File: src/design/plfh_pkg.sv
`default_nettype none

package plfh_pkg;

  localparam int unsigned IDX_W     = 8;
  localparam int unsigned PAL_DEPTH = 256;
  localparam int unsigned RGB_W     = 24;
  localparam int unsigned HASH_W    = 64;

  // item kinds carried on tuser
  localparam logic FUNC_WRITE = 1'b0;
  localparam logic FUNC_PIXEL = 1'b1;

  localparam logic [7:0]        ALPHA_OPAQUE = 8'hFF;
  localparam logic [7:0]        DAC_MAX      = 8'd63;
  localparam logic [HASH_W-1:0] HASH_BASIS   = 64'd1469598103934665603;

  typedef struct packed {
    logic             step;
    logic             last;
    logic [IDX_W-1:0] idx;
  } hash_cmd_t;

  // 6-bit DAC value to 8 bits; larger bytes pass as given
  function automatic logic [7:0] widen(input logic [7:0] v);
    logic [7:0] w;
    if (v <= DAC_MAX) begin
      w = {v[5:0], v[5:4]};
    end else begin
      w = v;
    end
    return w;
  endfunction

endpackage

`default_nettype wire

File: src/design/plfh_hash.sv
`default_nettype none

module plfh_hash (
  input  wire logic                          clk,
  input  wire logic                          rst_n,
  input  wire plfh_pkg::hash_cmd_t           cmd,
  output logic      [plfh_pkg::HASH_W-1:0]   frame_hash,
  output logic                               hash_valid
);

  logic [plfh_pkg::HASH_W-1:0] run_r, run_nxt;
  logic [plfh_pkg::HASH_W-1:0] frame_r, frame_nxt;
  logic                        done_r, done_nxt;
  logic [plfh_pkg::HASH_W-1:0] mixed;
  logic [plfh_pkg::HASH_W-1:0] prod;

  // multiply by the FNV prime 2^40 + 0x1B3 as a shift-add
  always_comb begin
    mixed = run_r ^ {{(plfh_pkg::HASH_W-plfh_pkg::IDX_W){1'b0}}, cmd.idx};
    prod  = mixed + (mixed << 1) + (mixed << 4) + (mixed << 5)
          + (mixed << 7) + (mixed << 8) + (mixed << 40);
  end

  always_comb begin
    run_nxt   = run_r;
    frame_nxt = frame_r;
    done_nxt  = done_r;
    if (cmd.step) begin
      done_nxt = cmd.last;
      if (cmd.last) begin
        run_nxt   = plfh_pkg::HASH_BASIS;
        frame_nxt = prod;
      end else begin
        run_nxt   = prod;
        frame_nxt = '0;
      end
    end
  end

  always_ff @(posedge clk) begin
    if (!rst_n) begin
      run_r  <= plfh_pkg::HASH_BASIS;
      done_r <= 1'b0;
    end else begin
      run_r  <= run_nxt;
      done_r <= done_nxt;
    end
  end

  always_ff @(posedge clk) begin
    frame_r <= frame_nxt;
  end

  assign frame_hash = frame_r;
  assign hash_valid = done_r;

endmodule

`default_nettype wire

File: config.mk
export PLATFORM = sky130hd
export DESIGN_NAME = plfh_hash
export DESIGN_NICKNAME = d
export VERILOG_FILES = /design/src/design/plfh_pkg.sv /design/src/design/plfh_hash.sv
export SDC_FILE = /design/constraint.sdc
export NUM_CORES = 1
export LEC_CHECK = 0
export BUFFER_PORTS_ARGS = -buffer_cell sky130_fd_sc_hd__buf_2
export CAP_MARGIN = 10
export CELL_PAD_IN_SITES_DETAIL_PLACEMENT = 2
export CELL_PAD_IN_SITES_GLOBAL_PLACEMENT = 2
export CORE_ASPECT_RATIO = 0.75
export CORE_MARGIN = 4
export CORE_UTILIZATION = 41
export DETAILED_ROUTE_END_ITERATION = 16
export GPL_ROUTABILITY_DRIVEN = 0
export PLACE_DENSITY = 0.9
export SLEW_MARGIN = 5
export SYNTH_ARGS = -nofsm -noshare
export SYNTH_HDL_FRONTEND = slang
export SYNTH_SLANG_ARGS = --single-unit
File: constraint.sdc
create_clock -name clk -period 7.55 [get_ports clk]
set_input_delay 1.51 -clock clk [delete_from_list [all_inputs] [get_ports clk]]
set_output_delay 1.51 -clock clk [all_outputs]
set_load 0.005 [all_outputs]
### Yosys cells after proc, flatten, opt, wreduce, memory -nomap -nowiden

Index checks and enable logic that the tools add are counted.

* bitwise logic cells: 1
* mux-type cells: 1
* add/subtract/negate cells: 6

Operators with widths (number)
* adder 64 bit: 6
* 2-to-1 mux 64 bit: 1
* bitwise XOR 64 x 8 -> 64 bit: 1

* logic and storage cells: 11
* output and inout bits: 65
* register bits: 129

### Longest topological paths before layout

* depth after elaboration: 8
* depth in mapped cells: 20
* mapped depth without buffers: 20

### Worst setup path before layout

OpenSTA, ideal clock, no wires.

* path kind: input -> register
* from: in cmd[4] (netlist bit)
* to: reg frame_r, in the netlist frame_hash[56], data pin
* stages: 17
* arrival: 6072 ps
* slack: 1223 ps
* setup time: 255 ps
* cells stage by stage: xor2_1 inv_1 fa_1 inv_1 fa_1 fa_1 ha_1 ha_1 a21o_1 a31o_2 o21ai_1 nand3_1 a211o_2 a21bo_2 a31oi_1 xnor2_1 and2_1

* longest elaborated chain between the ends: 7

RTL lines
* from (decl): line plfh_hash.sv:6 `input wire plfh_pkg::hash_cmd_t cmd,`
* bitwise XOR 64 x 8 -> 64 bit (*): line plfh_hash.sv:19 `mixed = run_r ^ {{(plfh_pkg::HASH_W-plfh_pkg::IDX_W){1'b0}}, cmd.idx};`
* adder 64 bit (3 in series): line plfh_hash.sv:20 `prod = mixed + (mixed << 1) + (mixed << 4) + (mixed << 5)`
* adder 64 bit (2 in series): line plfh_hash.sv:21 `+ (mixed << 7) + (mixed << 8) + (mixed << 40);`
* adder 64 bit (*): line plfh_hash.sv:21
* to (signal assigned): line plfh_hash.sv:51 `frame_r <= frame_nxt;`
* to (decl): line plfh_hash.sv:12 `logic [plfh_pkg::HASH_W-1:0] frame_r, frame_nxt;`

Every way passes the cells marked *; elsewhere a longest branch is shown, timed or not.
A chain may end at the register's enable or synchronous reset.

### Worst setup path in the final report

* from: in cmd[2] (netlist bit)
* to: reg run_r[58] (netlist bit)

* longest elaborated chain between the ends: 8

RTL lines
* bitwise XOR 64 x 8 -> 64 bit (*): line plfh_hash.sv:19
* adder 64 bit (3 in series): line plfh_hash.sv:20
* adder 64 bit (2 in series): line plfh_hash.sv:21
* adder 64 bit (*): line plfh_hash.sv:21
* 2-to-1 mux 64 bit (*): line plfh_hash.sv:30 `if (cmd.last) begin`
* to (signal assigned): line plfh_hash.sv:42 `run_r <= plfh_pkg::HASH_BASIS;`
* to (signal assigned): line plfh_hash.sv:45 `run_r <= run_nxt;`
* to (decl): line plfh_hash.sv:11 `logic [plfh_pkg::HASH_W-1:0] run_r, run_nxt;`

Marks and branches as above.

==> out/metrics.csv <==
stage,metric,value,unit
yosys,#FFs+latches synth,129,
timing,Setup Skew,0.0227,ns
timing,Peak Freq,0.145,GHz
floorplanning,number of I/O pins,77,
yosys,register area share after synthesis,21.0,%
yosys,prevailing post-synth register cell,dfxtp_1,
routing,number of DRC markers in iteration 0,1336,
routing,DRC,0,
cells_and_area,fillcell total,3915,
global_routing,antenna violations before repair,2,
clock_tree,clock sink total,129,
setup_path,CP Cell Sequence,buf_2 > xor2_1 > buf_4 > inv_1 > fa_1 > inv_1 > fa_1 > fa_1 > ha_1 > ha_1 > a21o_1 > a31o_2 > nor2_1 > o211ai_1 > a22oi_1 > o211ai_1 > o22ai_1 > nor4_1 > a311oi_1,
timing,max-slew violations,0,
yosys,Post-synth EDFFs,64,
timing,# setup viols final,0,
yosys,Post-Syn Instances,1586,
setup_path,CP bufs+invs,4,
clock_tree,Num CTS Buffers,17,
setup_path,CP most frequent cell,fa_1,
outcome,status,finished clean,
cells_and_area,"commonest non-fill, non-tap cell in the layout",inv_1,
clock_tree,CTS Hold Bufs,0,
global_routing,number of global-route vias before repair,15100,
cells_and_area,# diodes,0,
yosys,post-synth cell types,72,
yosys,syn avg cell area,9.67,µm²
clock_tree,root buffer cell,clkbuf_16,
setup_path,"Arr. time, crit path",7.23,ns
cells_and_area,Syn-to-layout area delta,10.1,%
timing,Final Hold Fails,0,
yosys,Synthesized Nets,1953,
timing,Slew HR,30.0,%
routing,WL/cell,31.5,µm
place,post-DP HPWL,51000,µm
setup_path,CP endpoint kind,register,
floorplanning,die width,231,µm
floorplanning,# rows,61,
global_routing,pin count of the biggest net entering global routing,74,
routing,vias per cell,6.04,
cells_and_area,Final nets,2014,
floorplanning,full die area,0.0406,mm²
floorplanning,Initial Utilization,41.4,%
yosys,"Cell Area, Synth",0.0153,mm²
setup_path,CP required,7.88,ns
job,max-capacitance violation count,0,
routing,Post-DRT Antenna Nets,0,
routing,Routed WL,68200,µm
min_path,Hold/Removal Path Class,register to register,
setup_path,critical path launch point type,input port,
yosys,Async SR Flop Fraction,0,%
clock_tree,clk buf depth,2,
setup_path,WS Path Type,input port to register,
global_routing,GR Overflow Total,0,
timing,Tmin final,6.89,ns
floorplanning,area of the core,0.0370,mm²
setup_path,largest delay contributor family on the critical path,adder cells,
cells_and_area,highest-count cells in the layout ignoring fill and taps,"396 x inv_1, 245 x fa_1, 110 x ha_1",
clock_tree,postcts setup bufs,0,
global_routing,global-route wire length before repair,101000,µm
setup_path,critical path's largest stage delay,0.58,ns
cells_and_area,layout cell share with drive strength beyond 1,8.67,%
clock_tree,post-CTS sizing,0,
clock_tree,"Reg clk slew, reported paths",0.07,ns
timing,final setup TNS,0,ns
timing,Tcrit/Tclk final,91.3,%
timing,Slew @ Worst Pin,1.05,ns
yosys,synth warn,0,
setup_path,crit path max fanout,5,
routing,vias,13100,
routing,First-pass DRT Iterations,7,
setup_path,"slowest stage cell, crit path",fa_1,
clock_tree,clock latency on the worst-skew pair,0.47,ns
global_routing,global-route usage over all layers,34.0,%
floorplanning,Die Ht,175,µm
clock_tree,H-tree levels,4,
place,# port buffers,76,
timing,RSZ-0062 raised after global routing,false,
clock_tree,CTS tree,done,
[synthesized netlist by cell type, types with 8 or more instances]
cell type,number,area share [%]
a21oi_1,72,2.4
o21ai_0,43,1.4
ha_1,110,9.0
fa_1,245,32
inv_1,396,9.7
a21o_1,40,2.0
nor3_1,15,0.49
o211ai_1,19,0.93
o21bai_1,11,0.54
nand4_1,15,0.61
a22oi_1,19,0.93
a22o_1,16,0.91
nand3_1,8,0.26
dfxtp_1,65,8.5
nand2b_1,9,0.37
xor2_1,23,1.3
nor2b_1,23,0.94
nor2_1,42,1.0
edfxtp_1,64,13
and2_1,64,2.6
nand2_1,76,1.9
clkbuf_1,42,1.0
and3_1,13,0.53
xnor2_1,55,3.1
[cells by family (layout without fill, tap and decap cells)]
group           count (synthesis)  count (layout)  share of synthesized area, %
xor+xnor                       78              78                          4.46
fa+ha+maj                     355             355                          41.0
mux                             1               1                        0.0653
flops                         129             129                          21.0
buf+inv                       446             520                          11.0
simple gates                  289             289                          9.80
compound gates                288             288                          12.7
[routing by layer]
layer | wire length, µm | track usage [%] | vias to the layer above
met1 | 26400 | 42.3 | 6898
met5 | 0 | 0 | -
li1 | - | - | 5138
met3 | 5640 | 7.21 | 267
met4 | 4520 | 18.9 | 0
met2 | 31600 | 55.3 | 761
[stage by stage]
step                util (%)  instance area, µm²  cells  worst slack [ns]  hold slack, ns
floorplan                  -               15300   1586              1.22           0.442
global placement        43.9               16300   2132             0.779           0.461
detailed placement      43.9               16300   2132             0.475           0.471
CTS                     45.6               16900   2164             0.858           0.505
global route            45.6               16900   2164             0.580           0.523
finish                  45.6               16900   2164             0.656           0.498
[state kept, by name (all words and copies together) (netlist names)]
| name | cells |
|---|---|
| hash_valid | 1 |
| run_r | 64 |
| frame_hash | 64 |
[layout make-up]
cell class              count  area, µm²  area share [%]
well taps                 504        631            3.73
repair buffers             90        488            2.89
inverters                 398       1490            8.85
flip-flops and latches    129       3220            19.1
multi-input cells        1011      10400            61.8
clock buffers              18        439            2.60
clock inverters            14        178            1.05
[worst min-delay path, delay by kind of cell (launching register included)]
kind | cells | cell delay, ns
AND/OR/NAND/NOR | 1 | 0.06
AO/OA/AOI/OAI | 1 | 0.07
flip-flops | 1 | 0.32
[worst paths after layout]
kind	from	to	slack (ns)	cells past startpoint
setup reg to reg	run_r[20]	frame_hash[45]	1.34	18
setup / recovery	cmd[2]	run_r[58]	0.66	19
hold / removal	hash_valid	hash_valid	0.50	2
hold reg to reg	hash_valid	hash_valid	0.50	2
Power is not shown: default switching activity piles up to over one toggle a cycle in this logic, so the estimate is an artifact.
